## config.mk

```make
export PLATFORM = sky130hd
export DESIGN_NAME = tga_pixel_stream_decoder
export DESIGN_NICKNAME = d
export VERILOG_FILES = /design/src/rtl/core/tpsd_pkg.sv /design/src/rtl/core/tpsd_front.sv /design/src/rtl/core/tpsd_queue.sv /design/src/rtl/core/tpsd_back.sv /design/src/rtl/core/tga_pixel_stream_decoder.sv
export SDC_FILE = /design/constraint.sdc
export NUM_CORES = 1
export LEC_CHECK = 0
export BUFFER_PORTS_ARGS = -buffer_cell sky130_fd_sc_hd__buf_2
export CAP_MARGIN = 10
export CORE_MARGIN = 4
export CORE_UTILIZATION = 25
export CTS_BUF_LIST = sky130_fd_sc_hd__clkbuf_4 sky130_fd_sc_hd__clkbuf_8 sky130_fd_sc_hd__clkbuf_16
export CTS_CLUSTER_SIZE = 24
export DETAILED_ROUTE_END_ITERATION = 16
export GPL_TIMING_DRIVEN = 0
export PLACE_DENSITY = 0.45
export SYNTH_ARGS = -nofsm -noshare
export SYNTH_HDL_FRONTEND = slang
export SYNTH_SLANG_ARGS = --single-unit
```

## constraint.sdc

```tcl
create_clock -name clock -period 24.7 [get_ports clock]
set_input_delay 3.705 -clock clock [delete_from_list [all_inputs] [get_ports clock]]
set_output_delay 3.705 -clock clock [all_outputs]
set_load 0.01 [all_outputs]
```

## src/rtl/core/tpsd_pkg.sv

```systemverilog
// shared types and constants of the tga pixel stream decoder
`default_nettype none

package tpsd_pkg;

   // size registers and the configuration port
   localparam int SIZE_W             = 13;
   localparam int CSR_INDEX_W        = 3;
   localparam int DEFAULT_MAX_WIDTH  = 4096;
   localparam int DEFAULT_MAX_HEIGHT = 4096;

   // depth of the queue between front and back end
   localparam int QUEUE_DEPTH = 4;

   // output position field width
   localparam int POS_OUT_W = 12;

   // register indexes
   localparam logic [CSR_INDEX_W-1:0] REG_FOUR_BYTE_PIXELS = 3'd0;
   localparam logic [CSR_INDEX_W-1:0] REG_RLE_ENABLE       = 3'd1;
   localparam logic [CSR_INDEX_W-1:0] REG_FLIP_ROWS        = 3'd2;
   localparam logic [CSR_INDEX_W-1:0] REG_IMAGE_WIDTH      = 3'd3;
   localparam logic [CSR_INDEX_W-1:0] REG_IMAGE_HEIGHT     = 3'd4;

   // packet header layout and the alpha of 24-bit pixels
   localparam int             HDR_REPEAT_BIT = 7;
   localparam logic [6:0]     HDR_COUNT_MASK = 7'h7F;
   localparam logic [7:0]     OPAQUE_ALPHA   = 8'hFF;

   typedef struct packed {
      logic              four_byte_pixels;
      logic              rle_enable;
      logic              flip_rows;
      logic              restart;
      logic [SIZE_W-1:0] width;
      logic [SIZE_W-1:0] height;
   } cfg_type;

   typedef struct packed {
      logic [7:0] red;
      logic [7:0] green;
      logic [7:0] blue;
      logic [7:0] alpha;
      logic [7:0] run_length;
      logic       image_done;
   } qentry_type;

endpackage

`default_nettype wire

```

## src/rtl/core/tpsd_front.sv

```systemverilog
// front end: packet headers, pixel gathering, run clipping and end of image
`default_nettype none

module tpsd_front #(
   parameter int MAX_WIDTH  = tpsd_pkg::DEFAULT_MAX_WIDTH,
   parameter int MAX_HEIGHT = tpsd_pkg::DEFAULT_MAX_HEIGHT
) (
   input  wire logic                 clock,
   input  wire logic                 reset,
   input  wire tpsd_pkg::cfg_type    cfg,
   input  wire logic                 byte_take,
   input  wire logic [7:0]           data_byte,
   output logic                      push,
   output tpsd_pkg::qentry_type      push_entry
);

   localparam int SIZE_LIM = (1 << tpsd_pkg::SIZE_W) - 1;
   localparam int W_LIM    = (MAX_WIDTH < SIZE_LIM) ? MAX_WIDTH : SIZE_LIM;
   localparam int H_LIM    = (MAX_HEIGHT < SIZE_LIM) ? MAX_HEIGHT : SIZE_LIM;
   localparam int LEFT_W   = $clog2(W_LIM * H_LIM + 1);
   localparam int AREA_W   = 2 * tpsd_pkg::SIZE_W;

   logic              expect_ff,  expect_in;
   logic              repeat_ff,  repeat_in;
   logic [7:0]        packet_left_ff, packet_left_in;
   logic [1:0]        bip_ff,     bip_in;
   logic [23:0]       pixel_ff,   pixel_in;
   logic [LEFT_W-1:0] left_ff,    left_in;
   logic              fresh_ff,   fresh_in;
   logic [LEFT_W-1:0] area_ff,    area_in;

   logic [AREA_W-1:0] area_full;
   logic [1:0]        last_byte;
   logic              is_header;
   logic              is_end;
   logic [LEFT_W-1:0] left_cur;
   logic [LEFT_W-1:0] left_after;
   logic [7:0]        run_raw;
   logic [7:0]        run_len;
   logic              done;

   assign area_full = AREA_W'(cfg.width) * AREA_W'(cfg.height);
   assign area_in   = LEFT_W'(area_full);

   assign last_byte  = cfg.four_byte_pixels ? 2'd3 : 2'd2;
   assign is_header  = cfg.rle_enable & expect_ff;
   assign is_end     = ~is_header & (bip_ff == last_byte);
   assign left_cur   = fresh_ff ? area_ff : left_ff;
   assign run_raw    = (cfg.rle_enable & repeat_ff) ? packet_left_ff : 8'd1;
   assign run_len    = (LEFT_W'(run_raw) > left_cur) ? 8'(left_cur) : run_raw;
   assign left_after = left_cur - LEFT_W'(run_len);
   assign done       = (left_after == '0);

   assign push = byte_take & is_end;

   always_comb begin
      push_entry.blue       = pixel_ff[7:0];
      push_entry.green      = pixel_ff[15:8];
      push_entry.red        = cfg.four_byte_pixels ? pixel_ff[23:16] : data_byte;
      push_entry.alpha      = cfg.four_byte_pixels ? data_byte : tpsd_pkg::OPAQUE_ALPHA;
      push_entry.run_length = run_len;
      push_entry.image_done = done;
   end

   always_comb begin
      expect_in      = expect_ff;
      repeat_in      = repeat_ff;
      packet_left_in = packet_left_ff;
      bip_in         = bip_ff;
      pixel_in       = pixel_ff;
      left_in        = left_ff;
      fresh_in       = fresh_ff;
      if (cfg.restart) begin
         expect_in      = 1'b1;
         repeat_in      = 1'b0;
         packet_left_in = 8'd0;
         bip_in         = 2'd0;
         pixel_in       = 24'd0;
         fresh_in       = 1'b1;
      end else if (byte_take) begin
         if (is_header) begin
            repeat_in      = data_byte[tpsd_pkg::HDR_REPEAT_BIT];
            packet_left_in = {1'b0, data_byte[6:0] & tpsd_pkg::HDR_COUNT_MASK} + 8'd1;
            expect_in      = 1'b0;
         end else if (!is_end) begin
            pixel_in[8*bip_ff +: 8] = data_byte;
            bip_in                  = bip_ff + 2'd1;
         end else begin
            pixel_in = 24'd0;
            bip_in   = 2'd0;
            left_in  = left_after;
            fresh_in = 1'b0;
            if (cfg.rle_enable) begin
               if (repeat_ff) begin
                  expect_in = 1'b1;
               end else begin
                  packet_left_in = packet_left_ff - 8'd1;
                  if (packet_left_ff == 8'd1) begin
                     expect_in = 1'b1;
                  end
               end
            end
            // last pixel of the image: start over on the next byte
            if (done) begin
               expect_in      = 1'b1;
               repeat_in      = 1'b0;
               packet_left_in = 8'd0;
               fresh_in       = 1'b1;
            end
         end
      end
   end

   always_ff @(posedge clock) begin
      if (reset) begin
         expect_ff      <= 1'b1;
         repeat_ff      <= 1'b0;
         packet_left_ff <= 8'd0;
         bip_ff         <= 2'd0;
         pixel_ff       <= 24'd0;
         fresh_ff       <= 1'b1;
      end else begin
         expect_ff      <= expect_in;
         repeat_ff      <= repeat_in;
         packet_left_ff <= packet_left_in;
         bip_ff         <= bip_in;
         pixel_ff       <= pixel_in;
         fresh_ff       <= fresh_in;
      end
   end

   always_ff @(posedge clock) begin
      left_ff <= left_in;
      area_ff <= area_in;
   end

endmodule

`default_nettype wire

```

## src/rtl/core/tpsd_queue.sv

```systemverilog
// short queue of decoded runs between front and back end
`default_nettype none

module tpsd_queue (
   input  wire logic                 clock,
   input  wire logic                 reset,
   input  wire logic                 push,
   input  wire tpsd_pkg::qentry_type push_entry,
   input  wire logic                 pop,
   output logic                      full,
   output logic                      not_empty,
   output tpsd_pkg::qentry_type      head
);

   localparam int PTR_W = $clog2(tpsd_pkg::QUEUE_DEPTH);
   localparam int CNT_W = PTR_W + 1;

   tpsd_pkg::qentry_type slot_ff [tpsd_pkg::QUEUE_DEPTH];

   logic [PTR_W-1:0] wr_ptr_ff, wr_ptr_in;
   logic [PTR_W-1:0] rd_ptr_ff, rd_ptr_in;
   logic [CNT_W-1:0] count_ff,  count_in;

   assign full      = (count_ff == CNT_W'(tpsd_pkg::QUEUE_DEPTH));
   assign not_empty = (count_ff != '0);
   assign head      = slot_ff[rd_ptr_ff];

   always_comb begin
      wr_ptr_in = push ? PTR_W'(wr_ptr_ff + 1'b1) : wr_ptr_ff;
      rd_ptr_in = pop ? PTR_W'(rd_ptr_ff + 1'b1) : rd_ptr_ff;
      count_in  = count_ff + CNT_W'(push) - CNT_W'(pop);
   end

   always_ff @(posedge clock) begin
      if (reset) begin
         wr_ptr_ff <= '0;
         rd_ptr_ff <= '0;
         count_ff  <= '0;
      end else begin
         wr_ptr_ff <= wr_ptr_in;
         rd_ptr_ff <= rd_ptr_in;
         count_ff  <= count_in;
      end
   end

   always_ff @(posedge clock) begin
      if (push) begin
         slot_ff[wr_ptr_ff] <= push_entry;
      end
   end

endmodule

`default_nettype wire

```

## src/rtl/core/tpsd_back.sv

```systemverilog
// back end: run placement, row wrap by iterative division and result register
`default_nettype none

module tpsd_back #(
   parameter int MAX_WIDTH  = tpsd_pkg::DEFAULT_MAX_WIDTH,
   parameter int MAX_HEIGHT = tpsd_pkg::DEFAULT_MAX_HEIGHT
) (
   input  wire logic                 clock,
   input  wire logic                 reset,
   input  wire tpsd_pkg::cfg_type    cfg,
   input  wire logic                 head_valid,
   input  wire tpsd_pkg::qentry_type head,
   output logic                      pop,
   output logic                      rsp_valid,
   input  wire logic                 rsp_stall,
   output tpsd_pkg::qentry_type      rsp_entry,
   output logic [tpsd_pkg::POS_OUT_W-1:0] rsp_column,
   output logic [tpsd_pkg::POS_OUT_W-1:0] rsp_row
);

   localparam int SIZE_LIM = (1 << tpsd_pkg::SIZE_W) - 1;
   localparam int W_LIM    = (MAX_WIDTH < SIZE_LIM) ? MAX_WIDTH : SIZE_LIM;
   localparam int H_LIM    = (MAX_HEIGHT < SIZE_LIM) ? MAX_HEIGHT : SIZE_LIM;
   localparam int COL_W    = $clog2(W_LIM);
   localparam int ROW_W    = $clog2(H_LIM);
   localparam int HT_W     = $clog2(H_LIM + 1);
   localparam int T_W      = COL_W + 1;
   localparam int POS_W    = ((COL_W > 8) ? COL_W : 8) + 1;
   localparam int OUT_W    = tpsd_pkg::POS_OUT_W;

   logic                 busy_ff,  busy_in;
   logic [COL_W-1:0]     rem_ff,   rem_in;
   logic [3:0]           low_ff,   low_in;
   logic [3:0]           qhi_ff,   qhi_in;
   logic [COL_W-1:0]     col_ff,   col_in;
   logic [ROW_W-1:0]     row_ff,   row_in;
   logic                 valid_ff, valid_in;
   tpsd_pkg::qentry_type entry_ff, entry_in;
   logic [OUT_W-1:0]     ocol_ff,  ocol_in;
   logic [OUT_W-1:0]     orow_ff,  orow_in;

   logic [POS_W-1:0] pos;
   logic [HT_W-1:0]  row_flip;
   logic [COL_W-1:0] div_r_start;
   logic [3:0]       div_bits;
   logic [COL_W-1:0] div_r;
   logic [T_W-1:0]   div_t;
   logic [3:0]       div_q;

   assign pop      = head_valid & ~busy_ff & (~valid_ff | ~rsp_stall);
   assign pos      = POS_W'(col_ff) + POS_W'(head.run_length);
   assign row_flip = HT_W'(cfg.height) - HT_W'(1) - HT_W'(row_ff);

   // four restoring steps a cycle: high quotient bits at pop, low ones next cycle
   assign div_r_start = busy_ff ? rem_ff : COL_W'(pos >> 8);
   assign div_bits    = busy_ff ? low_ff : pos[7:4];

   always_comb begin
      div_r = div_r_start;
      div_t = '0;
      div_q = 4'd0;
      for (int i = 3; i >= 0; i--) begin
         div_t = {div_r, div_bits[i]};
         if (div_t >= T_W'(cfg.width)) begin
            div_t    = div_t - T_W'(cfg.width);
            div_q[i] = 1'b1;
         end
         div_r = div_t[COL_W-1:0];
      end
   end

   always_comb begin
      busy_in  = busy_ff;
      rem_in   = rem_ff;
      low_in   = low_ff;
      qhi_in   = qhi_ff;
      col_in   = col_ff;
      row_in   = row_ff;
      entry_in = entry_ff;
      ocol_in  = ocol_ff;
      orow_in  = orow_ff;
      valid_in = valid_ff & rsp_stall;
      if (cfg.restart) begin
         busy_in = 1'b0;
         col_in  = '0;
         row_in  = '0;
      end else if (pop) begin
         valid_in = 1'b1;
         entry_in = head;
         ocol_in  = OUT_W'(col_ff);
         orow_in  = cfg.flip_rows ? OUT_W'(row_flip) : OUT_W'(row_ff);
         if (head.image_done) begin
            col_in = '0;
            row_in = '0;
         end else begin
            busy_in = 1'b1;
            rem_in  = div_r;
            low_in  = pos[3:0];
            qhi_in  = div_q;
         end
      end else if (busy_ff) begin
         busy_in = 1'b0;
         col_in  = div_r;
         row_in  = row_ff + ROW_W'({qhi_ff, div_q});
      end
   end

   always_ff @(posedge clock) begin
      if (reset) begin
         busy_ff  <= 1'b0;
         col_ff   <= '0;
         row_ff   <= '0;
         valid_ff <= 1'b0;
      end else begin
         busy_ff  <= busy_in;
         col_ff   <= col_in;
         row_ff   <= row_in;
         valid_ff <= valid_in;
      end
   end

   always_ff @(posedge clock) begin
      rem_ff   <= rem_in;
      low_ff   <= low_in;
      qhi_ff   <= qhi_in;
      entry_ff <= entry_in;
      ocol_ff  <= ocol_in;
      orow_ff  <= orow_in;
   end

   assign rsp_valid  = valid_ff;
   assign rsp_entry  = entry_ff;
   assign rsp_column = ocol_ff;
   assign rsp_row    = orow_ff;

endmodule

`default_nettype wire

```

## src/rtl/core/tga_pixel_stream_decoder.sv

```systemverilog
// top level of the tga pixel stream decoder: registers, front end, queue, back end
`default_nettype none

// Takes TGA pixel data (raw or RLE packets, 24- or 32-bit pixels) one byte
// per request and gives one result per completed pixel: RGBA, the column and
// destination row of the run's first pixel, the run length and an end of image
// mark. The request side takes one byte per cycle while req_stall is low. The
// back end places a run by a four-bit-per-cycle division for the row wrap, and
// a pixel always spans at least three bytes, so a four-entry queue keeps the
// request side running at full rate while the result side is not stalled.
// After reset and after each write to indexes 0 to 4 (each starts a new image)
// the request side stalls while the image area product is registered. The user
// writes registers only when the block is idle; the block does not enforce it.

module tga_pixel_stream_decoder #(
   parameter int MAX_WIDTH  = tpsd_pkg::DEFAULT_MAX_WIDTH,
   parameter int MAX_HEIGHT = tpsd_pkg::DEFAULT_MAX_HEIGHT
) (
   input  wire logic                             clock,
   input  wire logic                             reset,
   input  wire logic                             csr_valid,
   output logic                                  csr_ready,
   input  wire logic [tpsd_pkg::CSR_INDEX_W-1:0] csr_index,
   input  wire logic [tpsd_pkg::SIZE_W-1:0]      csr_wdata,
   input  wire logic                             req_valid,
   output logic                                  req_stall,
   input  wire logic [7:0]                       req_data_byte,
   output logic                                  rsp_valid,
   input  wire logic                             rsp_stall,
   output logic [7:0]                            rsp_red,
   output logic [7:0]                            rsp_green,
   output logic [7:0]                            rsp_blue,
   output logic [7:0]                            rsp_alpha,
   output logic [tpsd_pkg::POS_OUT_W-1:0]        rsp_start_column,
   output logic [tpsd_pkg::POS_OUT_W-1:0]        rsp_dest_row,
   output logic [7:0]                            rsp_run_length,
   output logic                                  rsp_image_done
);

   localparam int SW       = tpsd_pkg::SIZE_W;
   localparam int SIZE_LIM = (1 << SW) - 1;
   localparam int W_LIM    = (MAX_WIDTH < SIZE_LIM) ? MAX_WIDTH : SIZE_LIM;
   localparam int H_LIM    = (MAX_HEIGHT < SIZE_LIM) ? MAX_HEIGHT : SIZE_LIM;

   logic          four_ff,   four_in;
   logic          rle_ff,    rle_in;
   logic          flip_ff,   flip_in;
   logic [SW-1:0] width_ff,  width_in;
   logic [SW-1:0] height_ff, height_in;
   logic          settle_ff, settle_in;

   logic                 csr_write;
   logic                 restart;
   tpsd_pkg::cfg_type    cfg;
   logic                 byte_take;
   logic                 push;
   tpsd_pkg::qentry_type push_entry;
   logic                 pop;
   logic                 q_full;
   logic                 q_not_empty;
   tpsd_pkg::qentry_type q_head;
   tpsd_pkg::qentry_type rsp_entry;

   assign csr_ready = 1'b1;
   assign csr_write = csr_valid & csr_ready;

   always_comb begin
      four_in   = four_ff;
      rle_in    = rle_ff;
      flip_in   = flip_ff;
      width_in  = width_ff;
      height_in = height_ff;
      restart   = 1'b0;
      if (csr_write) begin
         case (csr_index)
            tpsd_pkg::REG_FOUR_BYTE_PIXELS: begin
               four_in = csr_wdata[0];
               restart = 1'b1;
            end
            tpsd_pkg::REG_RLE_ENABLE: begin
               rle_in  = csr_wdata[0];
               restart = 1'b1;
            end
            tpsd_pkg::REG_FLIP_ROWS: begin
               flip_in = csr_wdata[0];
               restart = 1'b1;
            end
            tpsd_pkg::REG_IMAGE_WIDTH: begin
               width_in = csr_wdata;
               restart  = 1'b1;
            end
            tpsd_pkg::REG_IMAGE_HEIGHT: begin
               height_in = csr_wdata;
               restart   = 1'b1;
            end
            default: begin
               restart = 1'b0;
            end
         endcase
      end
      settle_in = restart;
   end

   always_ff @(posedge clock) begin
      if (reset) begin
         four_ff   <= 1'b1;
         rle_ff    <= 1'b1;
         flip_ff   <= 1'b0;
         width_ff  <= SW'(1);
         height_ff <= SW'(1);
         settle_ff <= 1'b1;
      end else begin
         four_ff   <= four_in;
         rle_ff    <= rle_in;
         flip_ff   <= flip_in;
         width_ff  <= width_in;
         height_ff <= height_in;
         settle_ff <= settle_in;
      end
   end

   // zero counts as one, oversize saturates
   always_comb begin
      cfg.four_byte_pixels = four_ff;
      cfg.rle_enable       = rle_ff;
      cfg.flip_rows        = flip_ff;
      cfg.restart          = restart;
      if (width_ff == '0) begin
         cfg.width = SW'(1);
      end else if (width_ff > SW'(W_LIM)) begin
         cfg.width = SW'(W_LIM);
      end else begin
         cfg.width = width_ff;
      end
      if (height_ff == '0) begin
         cfg.height = SW'(1);
      end else if (height_ff > SW'(H_LIM)) begin
         cfg.height = SW'(H_LIM);
      end else begin
         cfg.height = height_ff;
      end
   end

   assign req_stall = settle_ff | q_full;
   assign byte_take = req_valid & ~req_stall;

   tpsd_front #(
      .MAX_WIDTH  (MAX_WIDTH),
      .MAX_HEIGHT (MAX_HEIGHT)
   ) u_front (
      .clock      (clock),
      .reset      (reset),
      .cfg        (cfg),
      .byte_take  (byte_take),
      .data_byte  (req_data_byte),
      .push       (push),
      .push_entry (push_entry)
   );

   tpsd_queue u_queue (
      .clock      (clock),
      .reset      (reset),
      .push       (push),
      .push_entry (push_entry),
      .pop        (pop),
      .full       (q_full),
      .not_empty  (q_not_empty),
      .head       (q_head)
   );

   tpsd_back #(
      .MAX_WIDTH  (MAX_WIDTH),
      .MAX_HEIGHT (MAX_HEIGHT)
   ) u_back (
      .clock      (clock),
      .reset      (reset),
      .cfg        (cfg),
      .head_valid (q_not_empty),
      .head       (q_head),
      .pop        (pop),
      .rsp_valid  (rsp_valid),
      .rsp_stall  (rsp_stall),
      .rsp_entry  (rsp_entry),
      .rsp_column (rsp_start_column),
      .rsp_row    (rsp_dest_row)
   );

   assign rsp_red        = rsp_entry.red;
   assign rsp_green      = rsp_entry.green;
   assign rsp_blue       = rsp_entry.blue;
   assign rsp_alpha      = rsp_entry.alpha;
   assign rsp_run_length = rsp_entry.run_length;
   assign rsp_image_done = rsp_entry.image_done;

endmodule

`default_nettype wire
```

# After elaboration in Yosys (flattened, before gate mapping)
# Memories as Yosys holds them, arrays and structs flattened. A register that Yosys moved wholly into a read port is not among the register bits.
# Cells that the tools add are included.
# totals
ff_bits	235
mem_bits_rw	164
input_bits	29
word_cells	166
memories	1
# classes
addsub	17
n_mul	1
magnitude_cmp	7
n_eq_ne	9
shifts	2
mux	52
bitwise	18
n_reduce_logical	27
# mem_list
name	words	width	read_ports	rd_clocked_by_memory_dff	write_ports	line	source
u_queue.slot_ff	4	41	1	1	1	tpsd_queue.sv:18	tpsd_pkg::qentry_type slot_ff [tpsd_pkg::QUEUE_DEPTH];
# op_table
op	count
2-to-1 mux 12 bit	11
2-to-1 mux 8 bit	9
subtractor 12 bit	5
>= comparator 13 bit	4
2-to-1 mux 13 bit	4
negator 5 -> 34 bit	1
variable shift 8 x 34 -> 24 bit (first input constant)	1
variable part select 8 x 34 -> 24 bit	1
greater-than comparator 13 bit (second input constant)	2
logical NOT 13 bit	2
greater-than comparator 8 x 25 -> 1 bit	1
logical NOT 25 bit	1
multiplier 13 x 13 -> 25 bit	1
2-to-1 mux 25 bit	1
subtractor 25 x 8 -> 25 bit	1
bitwise mux 24 bit	1
2-to-1 mux 24 bit	1
2-to-1 mux 1 bit	21
AND reduction 2 bit	8
adder 12 x 8 -> 13 bit	1
adder 12 x 8 -> 12 bit	1
AND reduction 4 bit	3
subtractor 12 x 1 -> 12 bit (second input constant)	1
AND reduction 3 bit	3
other kinds (24)	48

# Logic depth before layout (Yosys ltp)
# depth
depth_word	14
depth_mapped	66
depth_no_buf	61

# Cells and area by module
# A second synthesis with hierarchy kept.
# hier_totals
hier_cells	2425
hier_area_um2	26402.8
# by_module_without_submodules
mod	n_inst	cells_per_inst	area_per_inst_um2	seq_area_each_um2
tpsd_front	1	1179	10535.1	1991.9
tpsd_back	1	816	8039.0	3072.9
tpsd_queue	1	257	6407.4	5104.9
tga_pixel_stream_decoder	1	173	1421.4	600.6

# Worst setup path before layout
# No wires, ideal clock.
# synth_path
path_type	reg2reg
from	register (tool-made name)
to	register u_back.row_ff[10]
setup_time_ps	117
arrival_time_ps	12955
required_ps	24583
slack_ps	11628
path_stages_with_launch	64
synth_period_minus_slack_ps	13072
path_cell_list	dfxtp_1 > clkbuf_1 > buf_1 > mux4_2 > ha_1 > fa_1 > a21o_1 > a21oi_1 > o21ai_0 > nand2_1 > xor2_1 > o21ai_0 > ha_1 > nor2b_1 > o21ai_0 > a21oi_1 > o21bai_1 > a31oi_1 > (+28 left out) > o21ba_2 > buf_2 > inv_1 > clkbuf_1 > ha_1 > inv_1 > fa_1 > inv_1 > a21oi_1 > o21bai_1 > a21oi_1 > o21bai_1 > a21o_1 > a21oi_1 > nor2_1 > nand3_1 > xnor2_1 > nor2_1
# synth_lines
item	line	source
to (signal assigned)	tpsd_back.sv:117	row_ff <= row_in;
to (decl)	tpsd_back.sv:36	logic [ROW_W-1:0] row_ff, row_in;

==> impl_metrics.py <==
metrics = {
    "global_route": {
        "use_met1_pct": 18.4,
        "antenna_found_initial": 3,
        "grt_overflow": 0,
        "met2_usage_pct": 21.8,
        "grt_start_max_net_pins": 54,
        "grt_usage_pct": 13.4,
        "grt_use_met3_pct": 2.15,
        "grt_pass1_wl_um": 110000,
        "grt_pass1_vias": 18400,
        "grt_busiest_layer": "met2",
    },
    "placed_design": {
        "place_congestion": 0.851,
        "dpl.hpwl_um": 54800,
        "port_buffers": 91,
        "dpl-instance-area_um2": 27500,
    },
    "synthesis": {
        "synth_edf_count": 274,
        "yosys_warnings": 0,
        "syn_inst": 2341,
        "synth_ff_type": "edfxtp_1",
        "synth_area_um2": 25300,
        "synth.avg_cell_area_um2": 10.8,
        "async_reset_ff_share_pct": 0,
        "synth-seq-cells": 401,
        "seq_area_frac_synth_pct": 42.6,
        "synth_fp_nets": 2675,
        "synth.distinct_cells": 87,
    },
    "critical_path": {
        "cp-start-kind": "flop",
        "crit_arrival_ps": 16830,
        "r2r-end": "u_back.row_ff[10]",
        "cp_common_cell": "a21oi_1",
        "slowest_stage": "buf_1",
        "crit_fanout": 11,
        "crit_type": "reg2reg",
        "critPathMaxStageDelay_ps": 740,
        "worst_setup_path_end_kind": "flop",
        "required_ps": 25180,
        "regToRegSetupSlack_ps": 8350,
        "rr_worst_depth": 63,
    },
    "finish": {
        "layout_common_cells": "edfxtp_1 (274), nand2_1 (238), inv_1 (228), nor2_1 (210), ha_1 (176)",
        "utilization_pct": 29.1,
        "drive_gt1_share_pct": 11.9,
        "finalNetCount": 2822,
        "final_common_cell": "edfxtp_1",
        "area_delta_synth_final_pct": 15.5,
        "fillers": 10400,
        "antennaDiodeCount": 0,
        "final_cell_area_um2": 29200,
    },
    "clocking": {
        "cts_resized": 0,
        "worstSkewPairLatency_ps": 610,
        "clockBufferDepth": 3,
        "cts_num_sinks": 401,
        "htreeDepth": 2,
        "cts-root-buf": "clkbuf_16",
        "path_clk_slew_ps": 60,
        "ctsHoldBuffers": 0,
        "cts_tree": "yes",
        "cts_buffers": 47,
        "postCtsSetupRepairBufs": 0,
    },
    "drt": {
        "detail_route.wl_per_cell_um": 18.7,
        "drc": 0,
        "dr.pass1.iters": 5,
        "num_vias": 17800,
        "drt_iter0_markers": 1013,
        "routed_via_density": 4.65,
        "wl_um": 71400,
        "ant_nets": 0,
    },
    "die": {
        "die_w_um": 326,
        "ios": 97,
        "dieHeight_um": 326,
        "placementRows": 116,
        "start_util_pct": 25.2,
        "core_area_um2": 100000,
        "die_area_um2": 106000,
    },
    "worst_hold_path": {
        "whs_endpoint": "width_ff[11]",
        "min_from": "width_ff[11]",
        "hp-class": "reg2reg",
        "worstHoldPathCells": 2,
    },
    "sta": {
        "hold_violations": 0,
        "worst_pin_slew_ps": 1180,
        "tns_ps": 0,
        "rsz0062_at_grt": "false",
        "max_freq_mhz": 61.2,
        "clock_skew_ps": 36.7,
        "fin_crit_sh_pct": 66.2,
        "period_minus_slack_ps": 16350,
        "max_slew_margin_pct": 21.4,
        "whs_ps": 476,
        "drv_slew": 0,
        "finalSetupViolCount": 0,
    },
    "status": {
        "status": "completed",
    },
    "flow_run": {
        "cap_violations": 0,
    },
}
-- flip-flops by register name (all words and copies together) (netlist names), 4 cells and up, named ones only --
signal	flops
u_queue.slot_ff	164
u_back.rsp_entry	41
u_front.area_ff	25
u_front.left_ff	25
u_front.pixel_ff	24
height_ff	13
width_ff	13
u_back.col_ff	12
u_back.rem_ff	12
u_back.row_ff	12
u_back.rsp_column	12
u_back.rsp_row	12
u_front.packet_left_ff	8
u_back.low_ff	4
u_back.qhi_ff	4
-- layout make-up --
class,count,area [µm²],area share (%)
Buffer,81,342,1.17
Clock buffer,59,1290,4.42
Clock inverter,28,390,1.34
Inverter,238,896,3.07
Multi-Input combinational cell,1621,13300,45.5
Sequential cell,401,10800,36.9
Tap cell,1298,1620,5.57
Timing Repair Buffer,98,589,2.02
-- stage by stage --
stage / worst slack, ps / cells
final: 8350 / 3824
after global routing: 6720 / 3824
after floorplan: 11630 / 2341
after CTS: 8220 / 3824
after global placement: 8350 / 3730
after detailed placement: 8300 / 3737
-- worst max-delay path by stage --
stage          depth (start not counted)  slack (ps)           endpoint
4_1_cts                               64        8220  u_back.row_ff[10]
6_report                              63        8350  u_back.row_ff[10]
2_1_floorplan                         63       11630  u_back.row_ff[10]
3_3_place_gp                          64        8350  u_back.row_ff[10]
5_1_grt                               64        6720  u_back.row_ff[10]
3_5_place_dp                          64        8300  u_back.row_ff[10]
-- metal layers --
| layer | vias to the layer above | wire, µm |
|---|---|---|
| li1 | 8459 | - |
| met1 | 8851 | 33300 |
| met2 | 364 | 33100 |
| met3 | 95 | 3310 |
| met4 | 0 | 1710 |
| met5 | - | 0 |
-- cell usage after synthesis, types with 31 or more instances --
master    instances  area (µm²)
dfxtp_1         127        2540
clkbuf_1         57         214
inv_1           229         860
nand3_1          42         210
nand2b_1         31         194
fa_1            129        2580
nand2_1         238         893
edfxtp_1        274        8230
nor2_1          211         792
o21ai_0          59         295
ha_1            176        2200
xnor2_1          77         674
mux4_2           41         923
a21oi_1         130         651
mux2_2           40         450
mux2i_1          43         430
xor2_1           44         385
-- kinds of logic (layout without fill, tap and decap cells) --
family                     after synthesis  in the layout  synth area share [%]
AOI/OAI and AO/OA                      355            355                  8.88
xor gates and xnor gates               121            121                  4.19
adders and majority gates              305            305                  18.9
buffers and inverters                  319            504                  4.89
DFF                                    401            401                  42.6
muxes                                  124            124                  7.14
other                                    1              1                0.0148
and+or+nand+nor                        715            715                  13.3
-- worst max-delay path: cells and delay by family, from the launching register on --
| family | cells | cell delay [ps] |
|---|---|---|
| compound gates | 26 | 5110 |
| xor+xnor | 2 | 230 |
| fa+ha+maj | 8 | 2770 |
| buf+inv | 11 | 3920 |
| flops | 1 | 300 |
| mux | 4 | 1960 |
| simple gates | 12 | 1930 |
Power is left out: the tool's default activity adds up to more than one toggle a clock period on the data nets, which glitch-free logic cannot reach.
